**src/hdl/fnr_pkg.sv**
```systemverilog
`default_nettype none
// ----------------------------------------------------------------------------
// fnr_pkg
// Shared types, constants and helpers of the Newton a-th root core.
// ----------------------------------------------------------------------------
package fnr_pkg;

    typedef enum logic [1:0] {
        OP_MUL,
        OP_SUB,
        OP_DIV
    } t_fpu_op;

    typedef enum logic [2:0] {
        F_IDLE,
        F_UNPACK,
        F_EXEC,
        F_NORM,
        F_ROUND
    } t_fpu_state;

    typedef enum logic [3:0] {
        S_IDLE,
        S_POW,
        S_FULL,
        S_NUM,
        S_DEN,
        S_DIV,
        S_CHECK,
        S_UPD,
        S_DONE
    } t_seq_state;

    typedef struct packed {
        logic        go;
        t_fpu_op     op;
        logic [31:0] opa;
        logic [31:0] opb;
    } t_fpu_req;

    typedef struct packed {
        logic        done;
        logic [31:0] result;
    } t_fpu_rsp;

    localparam logic [31:0] FP_ONE       = 32'h3F80_0000;
    localparam logic [31:0] FP_INF       = 32'h7F80_0000;
    localparam logic [31:0] FP_QNAN_POS  = 32'h7FC0_0000;
    localparam logic [31:0] FP_QNAN_DEF  = 32'hFFC0_0000;
    localparam logic [31:0] FP_QUIET_BIT = 32'h0040_0000;
    // smallest single above 1e-4 (double)
    localparam logic [31:0] ERR_MIN      = 32'h38D1_B718;
    localparam int          NEWTON_LIMIT = 8;
    localparam int          DIV_STEPS    = 26;

    // small unsigned integer to single precision (exact)
    function automatic logic [31:0] int_to_fp(input logic [6:0] v);
        logic [31:0] r;
        int          p;
        r = '0;
        p = 0;
        for (int i = 0; i < 7; i++) begin
            if (v[i]) begin
                p = i;
            end
        end
        if (v != '0) begin
            r = {1'b0, 8'(127 + p), 23'(32'(v) << (23 - p))};
        end
        return r;
    endfunction

endpackage
`default_nettype wire

```
**src/hdl/float_nth_root_newton_core.sv**
```systemverilog
`default_nettype none
// ----------------------------------------------------------------------------
// float_nth_root_newton_core
// Single-precision a-th root by Newton iteration on one shared FP unit.
// ----------------------------------------------------------------------------
// A request is taken when start is high and busy is low; busy stays high
// until the result has been shown. The root appears on o_root_value for one
// cycle with o_valid and must be taken then, the receiver cannot stall it.
// All arithmetic runs on the shared multiply/subtract/divide unit, one
// operation at a time. At most nine error evaluations and eight updates run
// before the result strobes. Zero degree or zero radicand strobes the result
// in the cycle right after acceptance.
// ----------------------------------------------------------------------------
module float_nth_root_newton_core
    import fnr_pkg::*;
#(
    parameter int MAX_EXPONENT = 16
) (
    input  wire logic        i_clk,
    input  wire logic        i_rst_n,
    input  wire logic        start,
    output logic             busy,
    input  wire logic [31:0] i_radicand,
    input  wire logic [4:0]  i_root_degree,
    output logic             o_valid,
    output logic [31:0]      o_root_value
);

    localparam int DW = $clog2(MAX_EXPONENT + 1);

    t_seq_state  r_state, n_state;
    logic        r_wait;
    logic [DW-1:0] r_deg, r_k, deg_sat;
    logic [3:0]  r_passes;
    logic [31:0] r_x, r_y, r_acc, r_full, r_num, r_den, r_err, r_afl;
    t_fpu_req    w_req;
    t_fpu_rsp    w_rsp;
    logic        accept, pow_done, err_big, op_state;

    fnr_fpu u_fpu (
        .i_clk   (i_clk),
        .i_rst_n (i_rst_n),
        .i_req   (w_req),
        .o_rsp   (w_rsp)
    );

    always_comb begin
        accept   = start && !busy;
        deg_sat  = (32'(i_root_degree) > MAX_EXPONENT) ? DW'(MAX_EXPONENT)
                                                        : DW'(i_root_degree);
        pow_done = (r_k == r_deg - DW'(1));
        err_big  = (r_err[30:0] >= ERR_MIN[30:0]) && (r_err[30:0] <= FP_INF[30:0]);
    end

    // ---- next state ----
    always_comb begin
        n_state = r_state;
        unique case (r_state)
            S_IDLE: begin
                if (accept) begin
                    n_state = (deg_sat == '0 || i_radicand[30:0] == '0) ? S_DONE : S_POW;
                end
            end
            S_POW:   if (pow_done) n_state = S_FULL;
            S_FULL:  if (w_rsp.done) n_state = S_NUM;
            S_NUM:   if (w_rsp.done) n_state = S_DEN;
            S_DEN:   if (w_rsp.done) n_state = S_DIV;
            S_DIV:   if (w_rsp.done) n_state = S_CHECK;
            S_CHECK: n_state = (err_big && r_passes < 4'(NEWTON_LIMIT)) ? S_UPD : S_DONE;
            S_UPD:   if (w_rsp.done) n_state = S_POW;
            S_DONE:  n_state = S_IDLE;
            default: n_state = S_IDLE;
        endcase
    end

    // ---- outputs ----
    always_comb begin
        busy         = (r_state != S_IDLE);
        o_valid      = (r_state == S_DONE);
        o_root_value = r_y;
        op_state     = 1'b1;
        w_req.op     = OP_MUL;
        w_req.opa    = r_acc;
        w_req.opb    = r_y;
        unique case (r_state)
            S_POW:   op_state = !pow_done;
            S_FULL:  op_state = 1'b1;
            S_NUM: begin
                w_req.op  = OP_SUB;
                w_req.opa = r_full;
                w_req.opb = r_x;
            end
            S_DEN: begin
                w_req.opa = r_afl;
                w_req.opb = r_acc;
            end
            S_DIV: begin
                w_req.op  = OP_DIV;
                w_req.opa = r_num;
                w_req.opb = r_den;
            end
            S_UPD: begin
                w_req.op  = OP_SUB;
                w_req.opa = r_y;
                w_req.opb = r_err;
            end
            default: op_state = 1'b0;
        endcase
        w_req.go = op_state && !r_wait;
    end

    always_ff @(posedge i_clk) begin
        if (!i_rst_n) begin
            r_state  <= S_IDLE;
            r_wait   <= 1'b0;
            r_passes <= '0;
        end else begin
            r_state <= n_state;
            r_wait  <= w_rsp.done ? 1'b0 : (r_wait | w_req.go);
            if (accept) begin
                r_passes <= '0;
            end else if (r_state == S_UPD && w_rsp.done) begin
                r_passes <= r_passes + 4'd1;
            end
        end
    end

    always_ff @(posedge i_clk) begin
        if (accept) begin
            r_x   <= i_radicand;
            r_y   <= (deg_sat == '0 || i_radicand[30:0] == '0) ? 32'h0 : i_radicand;
            r_deg <= deg_sat;
            r_afl <= int_to_fp(7'(deg_sat));
            r_acc <= FP_ONE;
            r_k   <= '0;
        end else if (w_rsp.done) begin
            unique case (r_state)
                S_POW: begin
                    r_acc <= w_rsp.result;
                    r_k   <= r_k + DW'(1);
                end
                S_FULL: r_full <= w_rsp.result;
                S_NUM:  r_num  <= w_rsp.result;
                S_DEN:  r_den  <= w_rsp.result;
                S_DIV:  r_err  <= w_rsp.result;
                S_UPD: begin
                    r_y   <= w_rsp.result;
                    r_acc <= FP_ONE;
                    r_k   <= '0;
                end
                default: begin
                end
            endcase
        end
    end

    a_valid_pulse: assert property (@(posedge i_clk) disable iff (!i_rst_n)
        o_valid |=> !o_valid)
        else $error("result strobe longer than one cycle");

    a_accept_busy: assert property (@(posedge i_clk) disable iff (!i_rst_n)
        accept |=> busy)
        else $error("accepted request did not raise busy");

    a_done_waited: assert property (@(posedge i_clk) disable iff (!i_rst_n)
        w_rsp.done |-> r_wait)
        else $error("FP unit answered without a pending request");

    a_pass_limit: assert property (@(posedge i_clk) disable iff (!i_rst_n)
        r_passes <= 4'(NEWTON_LIMIT))
        else $error("Newton pass count exceeded limit");

    a_no_go_busy: assert property (@(posedge i_clk) disable iff (!i_rst_n)
        r_wait |-> !w_req.go)
        else $error("second FP request while one is pending");

endmodule
`default_nettype wire

```
**src/hdl/fnr_fpu.sv**
```systemverilog
`default_nettype none
// ----------------------------------------------------------------------------
// fnr_fpu
// Shared single-precision unit: multiply, subtract and divide with RNE
// rounding and subnormal support. Divide is restoring, one bit per cycle.
// ----------------------------------------------------------------------------
module fnr_fpu
    import fnr_pkg::*;
(
    input  wire logic     i_clk,
    input  wire logic     i_rst_n,
    input  wire t_fpu_req i_req,
    output t_fpu_rsp      o_rsp
);

    function automatic logic [4:0] lzc24(input logic [23:0] v);
        logic [4:0] n;
        n = '0;
        for (int i = 0; i < 24; i++) begin
            if (v[i]) begin
                n = 5'(23 - i);
            end
        end
        return n;
    endfunction

    function automatic logic [4:0] lzc28(input logic [27:0] v);
        logic [4:0] n;
        n = '0;
        for (int i = 0; i < 28; i++) begin
            if (v[i]) begin
                n = 5'(27 - i);
            end
        end
        return n;
    endfunction

    // sig: lead bit at [25], 23 fraction bits, guard at [1], sticky at [0]
    function automatic logic [31:0] fp_pack(input logic sgn, input logic signed [9:0] e,
                                            input logic [25:0] sig);
        logic signed [10:0] be;
        logic signed [10:0] tmp;
        logic [4:0]         sh;
        logic [25:0]        sv;
        logic [25:0]        lostm;
        logic [23:0]        mant;
        logic               g;
        logic               st;
        logic               inc;
        logic [30:0]        body;
        be = $signed({e[9], e}) + 11'sd127;
        if (be >= 11'sd255) begin
            body = FP_INF[30:0];
        end else if (be >= 11'sd1) begin
            mant = sig[25:2];
            g    = sig[1];
            st   = sig[0];
            inc  = g & (st | mant[0]);
            body = {be[7:0], mant[22:0]} + 31'(inc);
        end else begin
            tmp   = 11'sd1 - be;
            sh    = (tmp > 11'sd26) ? 5'd26 : tmp[4:0];
            sv    = sig >> sh;
            lostm = (26'(1) << sh) - 26'(1);
            sv[0] = sv[0] | (|(sig & lostm));
            mant  = sv[25:2];
            g     = sv[1];
            st    = sv[0];
            inc   = g & (st | mant[0]);
            body  = {8'h00, mant[22:0]} + 31'(inc);
        end
        return {sgn, body};
    endfunction

    t_fpu_state r_state, n_state;
    t_fpu_op    r_op;
    logic [31:0] r_a, r_b;
    logic        r_sa, r_sb;
    logic signed [9:0] r_ea, r_eb;
    logic [23:0] r_ma, r_mb;
    logic        r_spec;
    logic [31:0] r_spec_val;
    logic [47:0] r_prod;
    logic [27:0] r_sum;
    logic        r_sbig;
    logic signed [9:0] r_ebig;
    logic [25:0] r_quo;
    logic [24:0] r_rem;
    logic [4:0]  r_cnt;
    logic        r_zero;
    logic        r_rsign;
    logic signed [9:0] r_exp;
    logic [25:0] r_sig;
    logic [31:0] r_res;
    logic        r_done;

    // ---- unpack ----
    logic        nan_a, nan_b, inf_a, inf_b, zero_a, zero_b, sbe, sx;
    logic [23:0] mra, mrb, mna, mnb;
    logic [4:0]  lza, lzb;
    logic signed [9:0] era, erb;
    logic        spec;
    logic [31:0] spec_val;

    always_comb begin
        nan_a  = (r_a[30:23] == 8'hFF) && (r_a[22:0] != '0);
        nan_b  = (r_b[30:23] == 8'hFF) && (r_b[22:0] != '0);
        inf_a  = (r_a[30:0] == FP_INF[30:0]);
        inf_b  = (r_b[30:0] == FP_INF[30:0]);
        zero_a = (r_a[30:0] == '0);
        zero_b = (r_b[30:0] == '0);
        sbe    = (r_op == OP_SUB) ? ~r_b[31] : r_b[31];
        sx     = r_a[31] ^ r_b[31];
        mra    = {r_a[30:23] != '0, r_a[22:0]};
        mrb    = {r_b[30:23] != '0, r_b[22:0]};
        lza    = lzc24(mra);
        lzb    = lzc24(mrb);
        mna    = mra << lza;
        mnb    = mrb << lzb;
        era    = ((r_a[30:23] == '0) ? -10'sd126 : $signed({2'b00, r_a[30:23]}) - 10'sd127)
                 - $signed({5'b0, lza});
        erb    = ((r_b[30:23] == '0) ? -10'sd126 : $signed({2'b00, r_b[30:23]}) - 10'sd127)
                 - $signed({5'b0, lzb});
        spec     = 1'b1;
        spec_val = '0;
        unique case (r_op)
            OP_MUL: begin
                if (nan_a) spec_val = r_a | FP_QUIET_BIT;
                else if (nan_b) spec_val = r_b | FP_QUIET_BIT;
                else if ((inf_a && zero_b) || (zero_a && inf_b)) spec_val = FP_QNAN_DEF;
                else if (inf_a || inf_b) spec_val = {sx, FP_INF[30:0]};
                else if (zero_a || zero_b) spec_val = {sx, 31'h0};
                else spec = 1'b0;
            end
            OP_SUB: begin
                if (nan_a) spec_val = r_a | FP_QUIET_BIT;
                else if (nan_b) spec_val = r_b | FP_QUIET_BIT;
                else if (inf_a && inf_b && (r_a[31] != sbe)) spec_val = FP_QNAN_DEF;
                else if (inf_a) spec_val = r_a;
                else if (inf_b) spec_val = {sbe, FP_INF[30:0]};
                else if (zero_a && zero_b) spec_val = {r_a[31] & sbe, 31'h0};
                else if (zero_a) spec_val = {sbe, r_b[30:0]};
                else if (zero_b) spec_val = r_a;
                else spec = 1'b0;
            end
            OP_DIV: begin
                if (zero_b) spec_val = (nan_a || zero_a) ? FP_QNAN_POS : {sx, FP_INF[30:0]};
                else if (nan_a) spec_val = r_a | FP_QUIET_BIT;
                else if (nan_b) spec_val = r_b | FP_QUIET_BIT;
                else if (inf_a && inf_b) spec_val = FP_QNAN_DEF;
                else if (inf_a) spec_val = {sx, FP_INF[30:0]};
                else if (inf_b || zero_a) spec_val = {sx, 31'h0};
                else spec = 1'b0;
            end
            default: spec = 1'b1;
        endcase
    end

    // ---- align and add ----
    logic        a_big;
    logic signed [9:0] eb_big, eb_small, ediff;
    logic [23:0] mb_big, mb_small;
    logic        s_big, s_small;
    logic [4:0]  dcl;
    logic [26:0] xs_full, xs_sh, xs_mask, xs;
    logic [27:0] sum;

    always_comb begin
        a_big    = (r_ea > r_eb) || ((r_ea == r_eb) && (r_ma >= r_mb));
        eb_big   = a_big ? r_ea : r_eb;
        eb_small = a_big ? r_eb : r_ea;
        mb_big   = a_big ? r_ma : r_mb;
        mb_small = a_big ? r_mb : r_ma;
        s_big    = a_big ? r_sa : r_sb;
        s_small  = a_big ? r_sb : r_sa;
        ediff    = eb_big - eb_small;
        dcl      = (ediff > 10'sd27) ? 5'd27 : ediff[4:0];
        xs_full  = {mb_small, 3'b000};
        xs_sh    = xs_full >> dcl;
        xs_mask  = (27'(1) << dcl) - 27'(1);
        xs       = {xs_sh[26:1], xs_sh[0] | (|(xs_full & xs_mask))};
        if (s_big == s_small) begin
            sum = {1'b0, mb_big, 3'b000} + {1'b0, xs};
        end else begin
            sum = {1'b0, mb_big, 3'b000} - {1'b0, xs};
        end
    end

    // ---- divide step ----
    logic        dv_ge;
    logic [24:0] dv_diff;

    always_comb begin
        dv_ge   = r_rem >= {1'b0, r_mb};
        dv_diff = dv_ge ? (r_rem - {1'b0, r_mb}) : r_rem;
    end

    // ---- normalize ----
    logic [4:0]  nlz;
    logic [27:0] nsum;
    logic        dsticky;

    always_comb begin
        nlz     = lzc28(r_sum);
        nsum    = r_sum << nlz;
        dsticky = (r_rem != '0);
    end

    // ---- next state ----
    always_comb begin
        n_state = r_state;
        unique case (r_state)
            F_IDLE:   if (i_req.go) n_state = F_UNPACK;
            F_UNPACK: n_state = spec ? F_ROUND : F_EXEC;
            F_EXEC:   if (r_op != OP_DIV || r_cnt == 5'(DIV_STEPS - 1)) n_state = F_NORM;
            F_NORM:   n_state = F_ROUND;
            F_ROUND:  n_state = F_IDLE;
            default:  n_state = F_IDLE;
        endcase
    end

    // ---- outputs ----
    always_comb begin
        o_rsp.done   = r_done;
        o_rsp.result = r_res;
    end

    always_ff @(posedge i_clk) begin
        if (!i_rst_n) begin
            r_state <= F_IDLE;
            r_done  <= 1'b0;
        end else begin
            r_state <= n_state;
            r_done  <= (r_state == F_ROUND);
        end
    end

    always_ff @(posedge i_clk) begin
        unique case (r_state)
            F_IDLE: begin
                if (i_req.go) begin
                    r_op <= i_req.op;
                    r_a  <= i_req.opa;
                    r_b  <= i_req.opb;
                end
            end
            F_UNPACK: begin
                r_spec     <= spec;
                r_spec_val <= spec_val;
                r_sa       <= r_a[31];
                r_sb       <= sbe;
                r_ea       <= era;
                r_eb       <= erb;
                r_ma       <= mna;
                r_mb       <= mnb;
                r_rem      <= {1'b0, mna};
                r_cnt      <= '0;
                r_zero     <= 1'b0;
            end
            F_EXEC: begin
                r_prod <= r_ma * r_mb;
                r_sum  <= sum;
                r_sbig <= s_big;
                r_ebig <= eb_big;
                // exact cancellation only matters for a subtract
                r_zero <= (r_op == OP_SUB) && (sum == '0);
                if (r_op == OP_DIV) begin
                    r_zero <= 1'b0;
                    r_quo  <= {r_quo[24:0], dv_ge};
                    r_rem  <= {dv_diff[23:0], 1'b0};
                    r_cnt  <= r_cnt + 5'd1;
                end
            end
            F_NORM: begin
                unique case (r_op)
                    OP_MUL: begin
                        r_rsign <= r_sa ^ r_sb;
                        if (r_prod[47]) begin
                            r_sig <= {r_prod[47:23], |r_prod[22:0]};
                            r_exp <= r_ea + r_eb + 10'sd1;
                        end else begin
                            r_sig <= {r_prod[46:22], |r_prod[21:0]};
                            r_exp <= r_ea + r_eb;
                        end
                    end
                    OP_DIV: begin
                        r_rsign <= r_sa ^ r_sb;
                        if (r_quo[25]) begin
                            r_sig <= {r_quo[25:1], r_quo[0] | dsticky};
                            r_exp <= r_ea - r_eb;
                        end else begin
                            r_sig <= {r_quo[24:0], dsticky};
                            r_exp <= r_ea - r_eb - 10'sd1;
                        end
                    end
                    default: begin
                        r_rsign <= r_sbig;
                        r_sig   <= {nsum[27:3], |nsum[2:0]};
                        r_exp   <= r_ebig + 10'sd1 - $signed({5'b0, nlz});
                    end
                endcase
            end
            F_ROUND: begin
                if (r_spec) begin
                    r_res <= r_spec_val;
                end else if (r_zero) begin
                    r_res <= '0;
                end else begin
                    r_res <= fp_pack(r_rsign, r_exp, r_sig);
                end
            end
            default: begin
            end
        endcase
    end

endmodule
`default_nettype wire
```
**config.mk**
```make
export PLATFORM = sky130hd
export DESIGN_NAME = float_nth_root_newton_core
export DESIGN_NICKNAME = d
export VERILOG_FILES = /design/src/hdl/fnr_pkg.sv /design/src/hdl/float_nth_root_newton_core.sv /design/src/hdl/fnr_fpu.sv
export SDC_FILE = /design/constraint.sdc
export NUM_CORES = 2
export LEC_CHECK = 0
export BUFFER_PORTS_ARGS = -buffer_cell sky130_fd_sc_hd__clkbuf_2
export CORE_MARGIN = 10
export CORE_UTILIZATION = 40
export DETAILED_ROUTE_END_ITERATION = 12
export PLACE_DENSITY_LB_ADDON = 0.2
export SLEW_MARGIN = 15
export SYNTH_ARGS = -nofsm -noshare
export SYNTH_HDL_FRONTEND = slang
export SYNTH_HIERARCHICAL = 1
export SYNTH_SLANG_ARGS = --single-unit
export TNS_END_PERCENT = 50
```
**constraint.sdc**
```tcl
create_clock -name i_clk -period 12 [get_ports i_clk]
set_clock_uncertainty 0.2 [all_clocks]
set_input_delay 1.2 -clock i_clk [delete_from_list [all_inputs] [get_ports i_clk]]
set_output_delay 1.2 -clock i_clk [all_outputs]
set_load 0.005 [all_outputs]
```
==> results.py <==
metrics = {
    "status": {
        "status": "complete, no violations",
    },
    "logic_synthesis": {
        "synth_area_mm2": 0.0615,
        "ys_seq_elements": 642,
        "synthTopCellsByCount": "nand2_1 (874), inv_1 (710), edfxtp_1 (592)",
        "yosys.cell_count.top_type": "nand2_1",
        "synth_cells": 6648,
        "synth.area.top_cells": "edfxtp_1 (29%), fa_1 (16%), ha_1 (7.2%)",
        "synth_edf_count": 592,
        "synth-main-ff-cell": "edfxtp_1",
        "async_flop_share_pct": 0,
        "ys_warn_count": 6,
        "seq_area_frac_synth_pct": 30.5,
        "yosys.cell_types.count": 105,
        "yosys.area.top_type_share_pct": 28.9,
        "synth_largest_area_cell": "edfxtp_1",
        "syn_avg_cell_area_um2": 9.26,
    },
    "die": {
        "die_x_um": 412,
        "rows": 143,
        "dieArea_mm2": 0.170,
        "die_h_um": 412,
        "start_util_pct": 40.4,
        "ioPinCount": 74,
        "core_area_mm2": 0.152,
    },
    "worst_setup_path": {
        "crit_slowest_cell": "ha_1",
        "critPathMaxFanout": 11,
        "crit_top_cell": "o21ai_0",
        "startpoint": "u_fpu/r_ea[7]$_DFFE_PP_",
        "cp.arrival_ps": 11260,
        "cp-start-kind": "flip-flop",
        "required_ps": 12270,
        "r2r_slack_ps": 1010,
        "critPathKind": "reg2reg",
        "critPathCaptureType": "flip-flop",
        "max_stage_delay_ps": 600,
        "rr_startpoint": "u_fpu/r_ea[7]$_DFFE_PP_",
    },
    "clock_network": {
        "clk_latency_ps": 700,
        "numCtsBuffers": 74,
        "cts_tree": "done",
        "cts_root_buffer": "clkbuf_16",
        "clockBufferDepth": 3,
        "clk_pin_slew_ps": 60,
        "clock_sinks": 642,
        "htree_levels": 3,
        "postCtsHoldBufs": 0,
    },
    "placed_design": {
        "dp_slack_ps": 714,
        "detailed_place_hpwl_mm": 158,
        "placed_cell_area_mm2": 0.0641,
        "portBuffers": 73,
        "place_congestion": 0.996,
    },
    "sta": {
        "whs_ps": 261,
        "max_slew.worst_pin.slew_ps": 1080,
        "fin_crit_sh_pct": 91.6,
        "finalWorstSetupSlack_ps": 1010,
        "fin_setup_tns_ps": 0,
        "rsz0062_at_grt": "false",
        "fmax_mhz": 91.0,
        "post-route-min-period_ps": 10990,
        "slew_headroom_pct": 27.9,
        "finalSetupViolCount": 0,
        "finalHoldViolCount": 0,
        "finalMaxSlewViolations": 0,
    },
    "detailed_routing": {
        "via_per_inst": 5.85,
        "drtIter0Drc": 5226,
        "drc": 0,
        "ant_nets": 0,
        "first_pass_iters": 8,
        "totalWireLength_mm": 209,
        "routedWlPerCell_um": 24.3,
        "vias": 50450,
    },
    "flow_run": {
        "drv_cap": 0,
    },
    "min_path": {
        "holdCritPathClass": "reg2reg",
        "worstHoldStart": "r_wait$_SDFF_PP0_",
    },
    "grt": {
        "grt_pass1_wl_mm": 317,
        "grt.total_usage_pct": 24.1,
        "antenna_found_initial": 2,
        "grt_start_max_net_pins": 77,
        "grt_pass1_vias": 49569,
        "grt.overflow.total": 0,
    },
    "final_layout": {
        "drive_gt1_share_pct": 7.41,
        "antennaDiodeCount": 0,
        "nNetsFinal": 7424,
        "syn2layout_area_growth_pct": 8.33,
        "fillers": 14820,
        "fin_area_mm2": 0.0667,
    },
}
[critical path, delay by kind of cell (launching register included)]
family / cells / cell delay [ps]
xor gates and xnor gates: 1 / 140
buffers and inverters: 3 / 340
DFF: 1 / 470
adders and majority gates: 4 / 1240
and+or+nand+nor: 14 / 2640
AOI/OAI and AO/OA: 27 / 5530
muxes: 1 / 280
[area by class of cell]
cell class                 count  area (um^2)  area share (%)
tap                         2030         2540            3.81
multi-input combinational   4891        38700            58.0
sequential                   642        18800            28.2
clock buffer                  89         1960            2.94
clock inverter                46          599           0.899
timing repair buffer         215         1430            2.15
inverter                     715         2690            4.04
[cell usage in the layout, fill, tap and decap left out, types with 51 or more instances in the layout]
cell	count
mux2i_1	252
clkbuf_16	74
a21oi_1	370
a222oi_1	67
a21o_1	55
and2_1	197
ha_1	355
nor2_1	443
a211oi_1	55
o21ai_0	337
nor4_1	51
nand2b_1	52
fa_1	489
inv_1	707
buf_4	142
nor3_1	127
xor2_1	80
xnor2_1	139
nand3_1	139
clkbuf_2	73
nand2_1	874
a22o_1	66
edfxtp_1	592
[repair_timing]
action	CTS	global route
buffers inserted	0	1
resized for setup	0	3
endpoints found under the setup margin	0	1
[cell families (layout without fill, tap and decap cells)]
logic type	after synthesis	after routing	synth area share, %
compound gates	1368	1368	14.6
xor+xnor	222	222	3.16
fa+ha+maj	845	845	23.1
buf+inv	1118	1065	6.95
flops	642	642	30.5
mux	322	322	5.73
other cells	1	4	0.00609
simple gates	2130	2130	15.9
[flip-flops by register name, indices dropped and copies added, names as in the netlist, 13 cells and up]
name,count
u_fpu/r_prod,48
o_root_value,32
r_acc,32
r_den,32
r_err,32
r_full,32
r_num,32
r_x,32
u_fpu/r_a,32
u_fpu/r_b,32
u_fpu/r_res,32
u_fpu/r_spec_val,32
u_fpu/r_sum,28
u_fpu/r_quo,26
u_fpu/r_sig,26
u_fpu/r_rem,25
u_fpu/r_ma,24
u_fpu/r_mb,24
r_afl,13
[routing by layer]
metal,routed length [um],vias to the layer above,global-route usage [%],part of all wire (%)
li1,-,22844,-,-
met5,17,-,0,0.0081
met3,13900,361,3.32,6.7
met4,9240,2,9.16,4.4
met1,89700,25161,32.7,43
met2,96600,2082,38.9,46
[stage by stage]
stage               instances  util [%]
floorplan                6651         -
global placement         8492      42.0
detailed placement       8492      42.0
CTS                      8627      43.7
global route             8628      43.7
finish                   8628      43.7
[path summary, 6_finish.rpt]
check | to | cells past startpoint
setup / recovery | u_fpu/r_zero$_DFFE_PP_ | 50
hold / removal | r_wait$_SDFF_PP0_ | 2
hold reg to reg | r_wait$_SDFF_PP0_ | 2
setup reg to reg | u_fpu/r_zero$_DFFE_PP_ | 50
Power is not shown: default switching activity piles up to over one toggle a cycle in this logic, so the estimate is an artifact.
